`config.mk`:
```
export PLATFORM = sky130hd
export DESIGN_NAME = heightmap_palette_colouriser
export DESIGN_NICKNAME = d
export VERILOG_FILES = /design/src/design/hpc_pkg.sv /design/src/design/heightmap_palette_colouriser.sv
export VERILOG_INCLUDE_DIRS = /design/src /design/src/design
export SDC_FILE = /design/constraint.sdc
export NUM_CORES = 1
export LEC_CHECK = 0
export ABC_AREA = 1
export BUFFER_PORTS_ARGS = -buffer_cell sky130_fd_sc_hd__buf_2
export CAP_MARGIN = 20
export CORE_MARGIN = 1
export CORE_UTILIZATION = 51
export CTS_BUF_LIST = sky130_fd_sc_hd__clkbuf_4 sky130_fd_sc_hd__clkbuf_8
export CTS_CLUSTER_DIAMETER = 60
export DETAILED_ROUTE_END_ITERATION = 8
export PLACE_DENSITY = 0.71
export SYNTH_ARGS = -nofsm -noshare
export SYNTH_HDL_FRONTEND = slang
export SYNTH_SLANG_ARGS = --single-unit
```
`constraint.sdc`:
```
create_clock -name i_clk -period 3 [get_ports i_clk]
set_input_delay 0.3 -clock i_clk [delete_from_list [all_inputs] [get_ports i_clk]]
set_output_delay 0.3 -clock i_clk [all_outputs]
set_load 0.02 [all_outputs]
```
`src/design/heightmap_palette_colouriser_assert.svh`:
```
// Assertion macros shared by the colouriser RTL.
`ifndef HEIGHTMAP_PALETTE_COLOURISER_ASSERT_SVH
`define HEIGHTMAP_PALETTE_COLOURISER_ASSERT_SVH

// Same-cycle implication, checked only out of reset.
`define HPC_ASSERT_NOW(label, ante, cons, msg) \
    label: assert property (@(posedge i_clk) disable iff (!i_rst_n) \
        (ante) |-> (cons)) else $error(msg);

// Next-cycle implication, checked only out of reset.
`define HPC_ASSERT_NEXT(label, ante, cons, msg) \
    label: assert property (@(posedge i_clk) disable iff (!i_rst_n) \
        (ante) |=> (cons)) else $error(msg);

`endif

```
`src/design/hpc_pkg.sv`:
```
package hpc_pkg;

    // Operation codes carried with each request.
    typedef enum logic [1:0] {
        OP_SCAN  = 2'd0,
        OP_MAP   = 2'd1,
        OP_CLEAR = 2'd2
    } t_op;

    localparam int T_BITS    = 8;   // interpolation weight bits
    localparam int SEG_BITS  = 3;   // ramp segment index bits
    localparam int QUOT_BITS = T_BITS + SEG_BITS;
    localparam int SCALE_MUL = 5;   // 1280 = 5 << T_BITS
    localparam int CHAN_BITS = 8;

    typedef logic [QUOT_BITS-1:0]   t_quot;
    typedef logic [3*CHAN_BITS-1:0] t_rgb;   // {blue, green, red}

    // Ramp black, blue, cyan, green, yellow, red. Every ramp point channel is
    // either 0 or 255, so each blended channel is 0, 255, t or 255 - t.
    function automatic t_rgb ramp_colour(input t_quot q);
        logic [SEG_BITS-1:0]  seg;
        logic [CHAN_BITS-1:0] t;
        logic [CHAN_BITS-1:0] up;
        logic [CHAN_BITS-1:0] dn;
        logic [CHAN_BITS-1:0] lo;
        logic [CHAN_BITS-1:0] hi;
        t_rgb                 c;
        seg = q[QUOT_BITS-1:T_BITS];
        t   = q[T_BITS-1:0];
        up  = t;
        dn  = ~t;
        lo  = '0;
        hi  = '1;
        unique case (seg)
            3'd0:    c = {up, lo, lo};
            3'd1:    c = {hi, up, lo};
            3'd2:    c = {dn, hi, lo};
            3'd3:    c = {lo, hi, up};
            default: c = {lo, dn, hi};
        endcase
        return c;
    endfunction

endpackage

```
`src/design/heightmap_palette_colouriser.sv`:
```
// Flow: a map request passes a set-up state, 11 divider steps and an output load;
// an empty or flat range goes straight to the output load. Throughput: a map request
// holds off further requests until its colour is in the output register, as the
// restoring divider is shared (one quotient bit per cycle), and longer while the colour
// output is stalled; scan, clear and unused requests are taken one per cycle when idle.
// Reset: synchronous, active low; idle, output empty, range empty (min all ones).
`include "heightmap_palette_colouriser_assert.svh"

module heightmap_palette_colouriser
    import hpc_pkg::*;
#(
    parameter int HEIGHT_BITS = 16
) (
    input  logic        i_clk,
    input  logic        i_rst_n,
    // Request stream.
    input  logic        s_axis_tvalid,
    output logic        s_axis_tready,
    input  logic [15:0] s_axis_tdata,   // [15:0] sample
    input  logic [1:0]  s_axis_tuser,   // [1:0] op
    // Colour stream.
    output logic        m_axis_tvalid,
    input  logic        m_axis_tready,
    output logic [23:0] m_axis_tdata,   // [7:0] red, [15:8] green, [23:16] blue
    output logic [0:0]  m_axis_tuser    // [0] flat
);

    // The numerator (h - min) * 1280 needs HEIGHT_BITS + 11 bits, and the
    // divisor, pre-shifted to the weight of the top quotient bit, the same.
    localparam int NUM_W = HEIGHT_BITS + QUOT_BITS;
    localparam int CNT_W = $clog2(QUOT_BITS);
    localparam logic [CNT_W-1:0] LAST_STEP = CNT_W'(QUOT_BITS - 1);

    typedef enum logic [1:0] {
        ST_IDLE,
        ST_SETUP,
        ST_DIVIDE,
        ST_FINISH
    } t_state;

    t_state                 r_state;
    logic [HEIGHT_BITS-1:0] r_lo;
    logic [HEIGHT_BITS-1:0] r_hi;
    logic [HEIGHT_BITS-1:0] r_h;       // clamped sample of the current map
    logic                   r_flat;
    logic [HEIGHT_BITS:0]   r_range;
    logic [NUM_W-1:0]       r_num;     // running remainder
    logic [NUM_W-1:0]       r_den;     // divisor aligned to the current bit
    t_quot                  r_quot;
    logic [CNT_W-1:0]       r_step;
    logic                   r_out_valid;
    t_rgb                   r_out_rgb;
    logic                   r_out_flat;

    logic                   w_accept;
    logic                   w_out_free;
    logic                   w_load;
    t_op                    w_op;
    logic [HEIGHT_BITS-1:0] w_sample;
    logic [HEIGHT_BITS-1:0] w_clamped;
    logic [HEIGHT_BITS-1:0] w_diff;
    logic [HEIGHT_BITS+2:0] w_diff_x5;
    logic [NUM_W-1:0]       n_num;
    logic [HEIGHT_BITS:0]   n_range;
    logic                   w_ge;

    assign s_axis_tready = (r_state == ST_IDLE);
    assign w_accept      = s_axis_tvalid && s_axis_tready;
    assign w_out_free    = !r_out_valid || m_axis_tready;
    // A finished colour moves into the output register in this cycle.
    assign w_load        = (r_state == ST_FINISH) && w_out_free;
    assign w_op          = t_op'(s_axis_tuser);
    // Bits of the sample above the height width are simply dropped.
    assign w_sample      = s_axis_tdata[HEIGHT_BITS-1:0];

    always_comb begin
        // Clamp the sample into the scanned range before mapping.
        if (w_sample < r_lo) begin
            w_clamped = r_lo;
        end else if (w_sample > r_hi) begin
            w_clamped = r_hi;
        end else begin
            w_clamped = w_sample;
        end
        // Scale the offset by 1280 as (x * 5) << 8.
        w_diff    = r_h - r_lo;
        w_diff_x5 = {1'b0, w_diff, 2'b00} + {3'b000, w_diff};
        n_num     = {w_diff_x5, {T_BITS{1'b0}}};
        n_range   = {1'b0, r_hi} - {1'b0, r_lo} + {{HEIGHT_BITS{1'b0}}, 1'b1};
        // One restoring-division step: trial compare against the aligned divisor.
        w_ge      = (r_num >= r_den);
    end

    always_ff @(posedge i_clk) begin
        if (!i_rst_n) begin
            r_state     <= ST_IDLE;
            r_lo        <= '1;
            r_hi        <= '0;
            r_out_valid <= 1'b0;
            r_step      <= '0;
        end else begin
            if (r_out_valid && m_axis_tready && !w_load) begin
                r_out_valid <= 1'b0;
            end
            unique case (r_state)
                ST_IDLE: begin
                    if (w_accept) begin
                        unique case (w_op)
                            OP_SCAN: begin
                                if (w_sample < r_lo) begin
                                    r_lo <= w_sample;
                                end
                                if (w_sample > r_hi) begin
                                    r_hi <= w_sample;
                                end
                            end
                            OP_CLEAR: begin
                                r_lo <= '1;
                                r_hi <= '0;
                            end
                            OP_MAP: begin
                                r_h    <= w_clamped;
                                // An empty or single-valued range maps to black.
                                r_flat <= (r_lo >= r_hi);
                                r_quot <= '0;
                                if (r_lo >= r_hi) begin
                                    r_state <= ST_FINISH;
                                end else begin
                                    r_state <= ST_SETUP;
                                end
                            end
                            default: begin
                                // The unused op code is dropped without effect.
                            end
                        endcase
                    end
                end
                ST_SETUP: begin
                    r_num   <= n_num;
                    r_range <= n_range;
                    r_den   <= {n_range, {(QUOT_BITS-1){1'b0}}};
                    r_step  <= '0;
                    r_state <= ST_DIVIDE;
                end
                ST_DIVIDE: begin
                    if (w_ge) begin
                        r_num <= r_num - r_den;
                    end
                    r_den  <= r_den >> 1;
                    r_quot <= {r_quot[QUOT_BITS-2:0], w_ge};
                    r_step <= r_step + CNT_W'(1);
                    if (r_step == LAST_STEP) begin
                        r_state <= ST_FINISH;
                    end
                end
                ST_FINISH: begin
                    // Wait here while an earlier colour is still unclaimed.
                    if (w_load) begin
                        r_out_valid <= 1'b1;
                        r_out_flat  <= r_flat;
                        r_out_rgb   <= r_flat ? '0 : ramp_colour(r_quot);
                        r_state     <= ST_IDLE;
                    end
                end
                default: begin
                    r_state <= ST_IDLE;
                end
            endcase
        end
    end

    assign m_axis_tvalid   = r_out_valid;
    assign m_axis_tdata    = {r_out_rgb[3*CHAN_BITS-1:2*CHAN_BITS],
                              r_out_rgb[2*CHAN_BITS-1:CHAN_BITS],
                              r_out_rgb[CHAN_BITS-1:0]};
    assign m_axis_tuser[0] = r_out_flat;

    // A scan always leaves a non-empty range with minimum not above maximum.
    `HPC_ASSERT_NEXT(a_scan_orders_range,
        w_accept && (w_op == OP_SCAN), r_lo <= r_hi,
        "range minimum above maximum after a scan")
    // The divider leaves a remainder below the divisor once it completes.
    `HPC_ASSERT_NOW(a_remainder_bounded,
        (r_state == ST_FINISH) && !r_flat, r_num < {{(QUOT_BITS-1){1'b0}}, r_range},
        "divider remainder not below the range")
    // The quotient never exceeds the last ramp position.
    `HPC_ASSERT_NOW(a_quotient_bounded,
        (r_state == ST_FINISH) && !r_flat, r_quot < t_quot'(1280),
        "ramp position beyond the last segment")
    // A flat result is always black.
    `HPC_ASSERT_NOW(a_flat_is_black,
        m_axis_tvalid && m_axis_tuser[0], m_axis_tdata == 24'd0,
        "flat result carries a colour")

endmodule

```
**Word level (Yosys, flattened, before mapping)**

Cells that the tools add are included.
Widths: inputs -> output; s select.

- Word-level logic and storage cells: 83
- Flip-flop bits (word level): 146
- Output and inout bits: 27
- Input port bits: 22

- Equal/unequal tests: 16
- $add $sub $neg: 6
- $lt $le $gt $ge: 4
- Muxes and demuxes: 23
- Bitwise gates (word level): 1
- Reductions and logical operators: 21

Operators with widths:

| kind | number |
|---|---|
| $pmux 27 s2 | 2 |
| $pmux 24 s4 | 1 |
| $mux 16 | 4 |
| $pmux 16 s2 | 2 |
| $ge 27x27->1 | 1 |
| $mux 27 | 1 |
| $sub 27x27->27 | 1 |
| $mux 11 | 2 |
| $pmux 11 s2 | 1 |
| $reduce_and 4->1 | 5 |
| $add 18x16->19 | 1 |
| $add 17x1->17 const B | 1 |
| $sub 16x16->17 | 1 |
| $ge 16x16->1 | 1 |
| $gt 16x16->1 | 1 |
| $lt 16x16->1 | 1 |
| $sub 16x16->16 | 1 |
| $mux 2 | 5 |
| $ne 2x2->1 const B | 5 |
| $not 8->8 | 1 |
| $pmux 2 s4 | 1 |
| $pmux 4 s2 | 1 |
| $eq 2x2->1 const B | 3 |
| $eq 3x2->1 const B | 2 |
| other kinds (14) | 26 |

**Depth between registers and ports, before layout**

Gate-level depths: netlist of run 1.

- Depth in word-level cells: 8
- Gate-level depth with buffers: 22

**Least setup slack after synthesis of run 1**

Ideal clock, no wire load.

- Path kind: register -> register
- Start: register r_lo[0]
- End: register r_num[25], data pin
- Cell stages (with the launch flop): 19
- Slack: -139 ps
- Data arrival time: 2,878 ps
- Setup time: 261 ps
- Period minus slack after synthesis: 3,139 ps
- Cell sequence: dfxtp_1 > ha_1 > fa_1 > o21ai_1 > nand3_1 > nand2_1 > inv_1 > o21ai_1 > nand3_1 > nand2_1 > a31oi_1 > xnor2_1 > ha_1 > a21oi_1 > nor2_1 > o21ai_0 > nand3_1 > nand2_1 > nand3_1

- Word-level cells in the longest chain between the ends: 3

RTL lines:

| element | line | text |
|---|---|---|
| from (decl) | heightmap_palette_colouriser.sv:42 | `logic [HEIGHT_BITS-1:0] r_lo;` |
| from (signal assigned) | heightmap_palette_colouriser.sv:111 | `r_lo <= w_sample;` |
| $sub 16x16->16 | heightmap_palette_colouriser.sv:86 | `w_diff = r_h - r_lo;` |
| $add 18x16->19 | heightmap_palette_colouriser.sv:87 | `w_diff_x5 = {1'b0, w_diff, 2'b00} + {3'b000, w_diff};` |
| $pmux 27 s2 | heightmap_palette_colouriser.sv:105 | `unique case (r_state)` |
| to (signal assigned) | heightmap_palette_colouriser.sv:139 | `r_num <= n_num;` |
| to (signal assigned) | heightmap_palette_colouriser.sv:147 | `r_num <= r_num - r_den;` |
| to (decl) | heightmap_palette_colouriser.sv:47 | `logic [NUM_W-1:0] r_num;` |

Every way passes these cells.
A chain may end at the register's enable or synchronous reset.

**Final worst setup path of run 1**

- Start: register r_h[0]
- End: register r_num[24], data pin

- Word-level cells in the longest chain between the ends: 3

RTL lines:

| element | line | text |
|---|---|---|
| from (decl) | heightmap_palette_colouriser.sv:44 | `logic [HEIGHT_BITS-1:0] r_h;` |
| from (signal assigned) | heightmap_palette_colouriser.sv:122 | `r_h <= w_clamped;` |
| $sub 16x16->16 | heightmap_palette_colouriser.sv:86 |  |
| $add 18x16->19 | heightmap_palette_colouriser.sv:87 |  |
| $pmux 27 s2 | heightmap_palette_colouriser.sv:105 |  |

Every way passes these cells.

==> metrics, run 1 <==
largest net degree at the start of global routing 55; PwrDens 828 mW/mm²; Final Critical Period 3.17 ns; drt drc 0; maximum VDD drop 0.413 mV; origin of the worst setup path r_h[0]; Num CTS Buffers 17; vias in the first global route 9594; DP Worst Slack -0.237 ns; number of fillers in the final layout 1863; status finished, violations left; CTS Sinks 146; xor and xnor fraction of the mapped netlist area 2.26%; delay-heaviest family, CP adder cells; Final Max Slew Viols 0; worst-case hold slack 0.0983 ns; worst-path maximum fanout 4; Worst Skew 0.0209 ns; Yosys warning total 0; Vias/cell 5.40; CP startpoint kind register; Crit-path slowest cell fa_2; hold_buf cts 0; Synth Flop Type edfxtp_1; syn_area_per_cell 7.71 µm²; Die H 150 µm; count of buffers from port buffering 48; TritonCTS clock tree yes; post-place instance area 0.0124 mm²; clk_lat worst skew 0.48 ns; asr flop ratio synth 0%; gr usage total 25.0%; DR iter-0 viols 622; crit share post-route 106%; clock-pin slew on the worst setup and hold paths 0.10 ns; core area 0.0213 mm²; commonest non-fill, non-tap cell in the layout nand2_1; Compound-Gate Fraction of Synth Area 15.3%; Max Fclk 316 MHz; worst slew pin tran 0.782 ns; hold violation count in the final report 0; global-route wire length before repair 44400 µm; Reg-to-Reg Start r_h[0]; GPL Wtd Cong 0.898; Mapped Area 0.0112 mm²; Post-Synth Adder-Cell Area 16.2%; P&R area growth vs syn 18.6%; synthesized flop and latch total 146; detailed placement HPWL 20900 µm; Post-Synth Simple-Gate Area 22.5%; Total Power 11000 µW; Max Root-Sink Buffers 2; # nets final 1757; Starting Density 52.8%; Final Setup Violations 9; io pins 49; Gate Count Post-Synth 1459; hold path start m_axis_tready; Syn Nets 1624; Tightest Hold Check Type in -> reg; CP Class reg -> reg; worst setup margin -0.167 ns; critical path capture point type register; mux cell area share after synthesis 0.0890%; clk root buf clkbuf_8; final WL 27800 µm; leakage power 0.00641 µW; crit path DAT 3.41 ns; Max-slew headroom 47.8%; initial antenna violation count 0; Die Area 0.0226 mm²; Ant. Diodes 0; via count 10200; row count 53; WL/cell 14.8 µm; GRT Residual Overflow 0; width of the die 150 µm; Buf+Inv Stages, Crit Path 2; register area share after synthesis 35.5%; main combinational cell family by area after synthesis simple AND/OR/NAND/NOR gates; Routed Antenna Nets 0; Max Cap Violations 0; crit-path max cell delay 0.39 ns; Post-synth EDFFs 107; failing checks setup timing; most used cells in the layout excluding fill and tap cells nand2_1 (311), inv_1 (192), a21oi_1 (137); post-synth cell types 50; number of H-tree levels 4; DRT Pass-1 Iters 5; RSZ-0062 raised after global routing yes; Final Cell Area 0.0133 mm²; CP Cell Sequence inv_2 > ha_4 > fa_2 > o21ai_2 > nand3_2 > nand2_2 > inv_2 > o21ai_2 > nand3_1 > nand2_2 > a31oi_4 > xnor2_4 > ha_4 > nand2_4 > nor2_2 > a211oi_2 > nand3_1 > nand3_2 > o21ai_1; CP Data Required Time 3.24 ns; utilization after layout 62.7%; share of cells above drive strength 1 19.0%
==> cells by family after synthesis <==
group                      Yosys count
AOI/OAI and AO/OA                  313
adders and majority gates          143
xor gates and xnor gates            29
buffers and inverters              240
DFF                                146
muxes                                1
and+or+nand+nor                    587
==> cell type report <==
type	count	area (µm²)	share of cell area, %
Multi-Input combinational cell	1073	6740	50.5
Sequential cell	146	4000	30.0
Timing Repair Buffer	151	1080	8.08
Inverter	203	762	5.71
Tap cell	275	344	2.58
Clock buffer	17	234	1.75
Clock inverter	15	188	1.41
==> through the flow <==
stage	cells	setup TNS [ns]
floorplan	1459	-0.0283
global placement	1838	-0.847
detailed placement	1838	-1.31
CTS	1873	-0.983
global route	1880	-2.85
finish	1880	-1.02
==> report_power, final <==
group | switching [µW] | internal [µW] | total [µW]
combinational | 3780 | 2620 | 6400
sequential | 213 | 2770 | 2980
clock | 957 | 711 | 1670
==> worst min-delay path, cell delays in order <==
cell,delay (ns)
buf_2,0.08
nor2_1,0.06
nand2_1,0.06
nand2_1,0.04
==> repair_timing <==
| item | CTS | global route |
|---|---|---|
| resized for setup | 8 | 77 |
| cloned | 0 | 1 |
| setup endpoints to repair | 10 | 43 |
| setup buffers | 3 | 6 |
| pin swaps | 19 | 31 |
==> state kept, by name, summed over array words and instances (netlist names) <==
name,count
r_hi,16
r_state,2
m_axis_tuser,1
r_quot,11
r_flat,1
m_axis_tvalid,1
m_axis_tdata,24
r_num,27
r_den,27
r_h,16
r_lo,16
r_step,4
==> path summary, 6_finish.rpt <==
kind	slack, ns	cells past startpoint	end
hold reg to reg	0.52	2	r_step[1]
setup / recovery	-0.17	19	r_num[24]
setup reg to reg	-0.17	19	r_num[24]
hold / removal	0.1	4	m_axis_tvalid
==> cells in the mapped netlist (4+ instances only) <==
cell | n | area [µm²]
buf_2 | 7 | 35.0
ha_1 | 139 | 1740
dfxtp_1 | 39 | 781
xnor2_1 | 12 | 105
nand3_2 | 5 | 50.1
o21ai_0 | 99 | 495
nand3_1 | 106 | 531
buf_1 | 4 | 15.0
nor2_1 | 87 | 327
inv_1 | 197 | 739
or2_2 | 7 | 43.8
o211ai_1 | 4 | 30.0
a21oi_1 | 147 | 736
fa_1 | 4 | 80.1
nor3_1 | 13 | 65.1
nand2_1 | 322 | 1210
clkbuf_1 | 25 | 93.8
o21bai_1 | 4 | 30.0
a221oi_1 | 8 | 70.1
edfxtp_1 | 107 | 3210
nand4_1 | 11 | 68.8
xor2_1 | 17 | 149
a21o_1 | 8 | 60.1
a211oi_1 | 4 | 30.0
nand2_2 | 18 | 113
inv_2 | 5 | 18.8
a31oi_1 | 6 | 37.5
o21ai_1 | 14 | 70.1
nor4_1 | 5 | 31.3
==> layer usage <==
layer	global-route usage, %	up-vias	share of wire, %
li1	-	5196	-
met1	31.9	4661	45
met2	43.1	259	48
met3	3.58	41	4.4
met4	8.23	0	1.9
met5	0	-	0
Power figures use the tool's default switching activity.
==> run 2, diff against run 1 <==
--- a/config.mk
+++ b/config.mk
@@ -9,12 +9,15 @@
 export ABC_AREA = 1
 export BUFFER_PORTS_ARGS = -buffer_cell sky130_fd_sc_hd__buf_2
 export CAP_MARGIN = 20
+export CORE_ASPECT_RATIO = 1.4
 export CORE_MARGIN = 1
 export CORE_UTILIZATION = 51
 export CTS_BUF_LIST = sky130_fd_sc_hd__clkbuf_4 sky130_fd_sc_hd__clkbuf_8
 export CTS_CLUSTER_DIAMETER = 60
 export DETAILED_ROUTE_END_ITERATION = 8
+export HOLD_SLACK_MARGIN = 0.15
 export PLACE_DENSITY = 0.71
+export REMOVE_ABC_BUFFERS = 1
 export SYNTH_ARGS = -nofsm -noshare
 export SYNTH_HDL_FRONTEND = slang
 export SYNTH_SLANG_ARGS = --single-unit
==> run 2 against run 1 <==
The flow still finishes with violations (setup timing). Cell area up 0.22%. Die area about the same. Register-to-register slack worse by 0.05 ns. Maximum frequency down 1.5%. Clock-buffer cell count up 1. Via count up 1.3%. Sequential share of layout area down 0.065 points. First-iteration DRC count down 16%. Final cell count up 1.9%. Worst setup slack worse by 0.048 ns. Hold slack better by 0.13 ns. Combinational power down 3.4%.
==> metrics, run 2 (synthesis gave the netlist of run 1 again) <==
crit path DAT 3.45 ns (was 3.41 ns); Crit-path slowest cell fa_2 (unchanged); DRT Pass-1 Iters 6 (was 5); P_sw 4710 µW (was 4950 µW); hold violation count in the final report 0 (unchanged); via count 10300 (was 10200); switch share 43.8% (was 44.8%); utilization after layout 62.4% (was 62.7%); initial antenna violation count 0 (unchanged); PwrDens 805 mW/mm² (was 828 mW/mm²); worst slew pin tran 0.809 ns (was 0.782 ns); Reg-to-Reg Start r_h[0] (unchanged); origin of the worst setup path r_h[0] (unchanged); clk root buf clkbuf_8 (unchanged); FF/Latch Area 0.00400 mm² (unchanged); Power Internal 6050 µW (was 6100 µW); P&R area growth vs syn 18.9% (was 18.6%); crit share post-route 107% (was 106%); hold path start s_axis_tuser[0] (was m_axis_tready); combinational power share 57.4% (was 57.9%); Max-slew headroom 46.0% (was 47.8%); Final Max Slew Viols 0 (unchanged); Starting Density 52.5% (was 52.8%); Final Setup Violations 10 (was 9); Vias/cell 5.37 (was 5.40); Num CTS Buffers 17 (unchanged); number of H-tree levels 4 (unchanged); clock-pin slew on the worst setup and hold paths 0.09 ns (was 0.10 ns); Final Critical Period 3.22 ns (was 3.17 ns); Die H 178 µm (was 150 µm); leakage power 0.00646 µW (was 0.00641 µW); largest net degree at the start of global routing 55 (unchanged); status finished, violations left (unchanged); Tightest Hold Check Type in -> reg (unchanged); most used cell, CP nand2_1; worst-path maximum fanout 2 (was 4); Multi-input gate area 0.00660 mm² (was 0.00674 mm²); GRT Residual Overflow 0 (unchanged); detailed placement HPWL 21500 µm (was 20900 µm); GPL Wtd Cong 0.885 (was 0.898); commonest non-fill, non-tap cell in the layout nand2_1 (unchanged); number of fillers in the final layout 1968 (was 1863); Worst Skew 0.0158 ns (was 0.0209 ns); post-place instance area 0.0125 mm² (was 0.0124 mm²); CTS Sinks 146 (unchanged); width of the die 128 µm (was 150 µm); RSZ-0062 raised after global routing yes (unchanged); Clock Power Share 14.9% (was 15.1%); gr usage total 25.8% (was 25.0%); CP Cell Sequence inv_2 > ha_4 > fa_2 > buf_4 > xnor2_4 > ha_2 > inv_1 > fa_2 > nor2_2 > nor2_1 > o21bai_1 > nand2_1 > o211ai_1 > nand2_1 > nand3b_4 > nand3_2 > nand2_2 > nand2_1 > nand3_1 > o21ai_1 (was inv_2 > ha_4 > fa_2 > o21ai_2 > nand3_2 > nand2_2 > inv_2 > o21ai_2 > nand3_1 > nand2_2 > a31oi_4 > xnor2_4 > ha_4 > nand2_4 > nor2_2 > a211oi_2 > nand3_1 > nand3_2 > o21ai_1); # nets final 1775 (was 1757); R2R setup slack -0.22 ns (was -0.17 ns); clk_lat worst skew 0.48 ns (about the same); count of buffers from port buffering 48 (unchanged); CP Class reg -> reg (unchanged); Max Root-Sink Buffers 2 (unchanged); CP startpoint kind register (unchanged); vias in the first global route 10200 (was 9594); row count 63 (was 53); DR iter-0 viols 521 (was 622); TritonCTS clock tree yes (unchanged); Routed Antenna Nets 0 (unchanged); core area 0.0214 mm² (was 0.0213 mm²); most used cells in the layout excluding fill and tap cells nand2_1 (318), inv_1 (194), a21oi_1 (139) (was nand2_1 (311), inv_1 (192), a21oi_1 (137)); Die Area 0.0227 mm² (was 0.0226 mm²); Ant. Diodes 0 (unchanged); WL/cell 14.8 µm (about the same); critical path capture point type register (unchanged); Final Cell Area 0.0134 mm² (was 0.0133 mm²); Reg power frac 27.6% (was 27.0%); CP Data Required Time 3.24 ns (about the same); io pins 49 (unchanged); final WL 28300 µm (was 27800 µm); share of cells above drive strength 1 17.3% (was 19.0%); delay-heaviest family, CP adder cells (unchanged); worst setup margin -0.215 ns (was -0.167 ns); crit-path max cell delay 0.35 ns (was 0.39 ns); maximum VDD drop 0.374 mV (was 0.413 mV); drt drc 0 (unchanged); Max Cap Violations 0 (unchanged); Buf+Inv Stages, Crit Path 3 (was 2); TNS Setup -1.16 ns (was -1.02 ns); global-route wire length before repair 45900 µm (was 44400 µm); failing checks setup timing (unchanged); Max Fclk 311 MHz (was 316 MHz)
==> run 2: power by group through the flow <==
stage / clock (µW) / combinational (µW) / sequential, µW
after floorplan: 0 / 3870 / 2990
after global placement: 0 / 5620 / 2990
after detailed placement: 0 / 5740 / 3010
after CTS: 1640 / 5950 / 2970
after global routing: 1710 / 6910 / 3010
final: 1610 / 6180 / 2970
==> run 2: stage by stage <==
step	hold slack, ns	setup slack (ns)	total power (µW)	cells
after floorplan	0.384	-1.36	6870	1422
after global placement	0.492	-0.353	8610	1856
after detailed placement	0.499	-0.489	8750	1857
after CTS	0.181	-0.197	10600	1910
after global routing	0.234	-0.378	11600	1915
final	0.232	-0.215	10800	1915
==> run 2: final timing paths <==
path,end,cells past startpoint
max,r_num[24],20
min,r_lo[15],4
max reg2reg,r_num[24],20
min reg2reg,r_lo[12],2
==> run 2: what timing repair did <==
| action | 4_1_cts | 5_1_grt |
|---|---|---|
| endpoints found under the hold margin | 17 | 0 |
| cloned | 0 | 1 |
| pin swaps | 18 | 17 |
| setup buffers | 4 | 4 |
| endpoints found under the setup margin | 13 | 44 |
| resized for setup | 23 | 34 |
| hold buffers | 17 | 0 |
==> run 2: routing by layer <==
layer  track usage (%)  share of wire [%]
met1              27.0                 40
met2              49.1                 53
met3              3.56                3.2
met4              14.1                4.4
met5                 0                  0
==> run 2: cell type report <==
type	instances	area share, %
clock buffers	18	1.81
clock inverters	14	1.14
inverters	203	5.70
multi-input cells	1073	49.3
flip-flops and latches	146	29.9
well taps	292	2.73
repair buffers	169	9.38
==> run 2: worst reg2reg max path: stages (launching register included) <==
cell and delay [ns]:
edfxtp_1 0.34, inv_2 0.05, ha_4 0.16, fa_2 0.35, buf_4 0.17, xnor2_4 0.14, ha_2 0.19, inv_1 0.05
fa_2 0.36, nor2_2 0.12, nor2_1 0.04, o21bai_1 0.19, nand2_1 0.09, o211ai_1 0.11, nand2_1 0.14, nand3b_4 0.13
nand3_2 0.10, nand2_2 0.08, nand2_1 0.05, nand3_1 0.06, o21ai_1 0.07
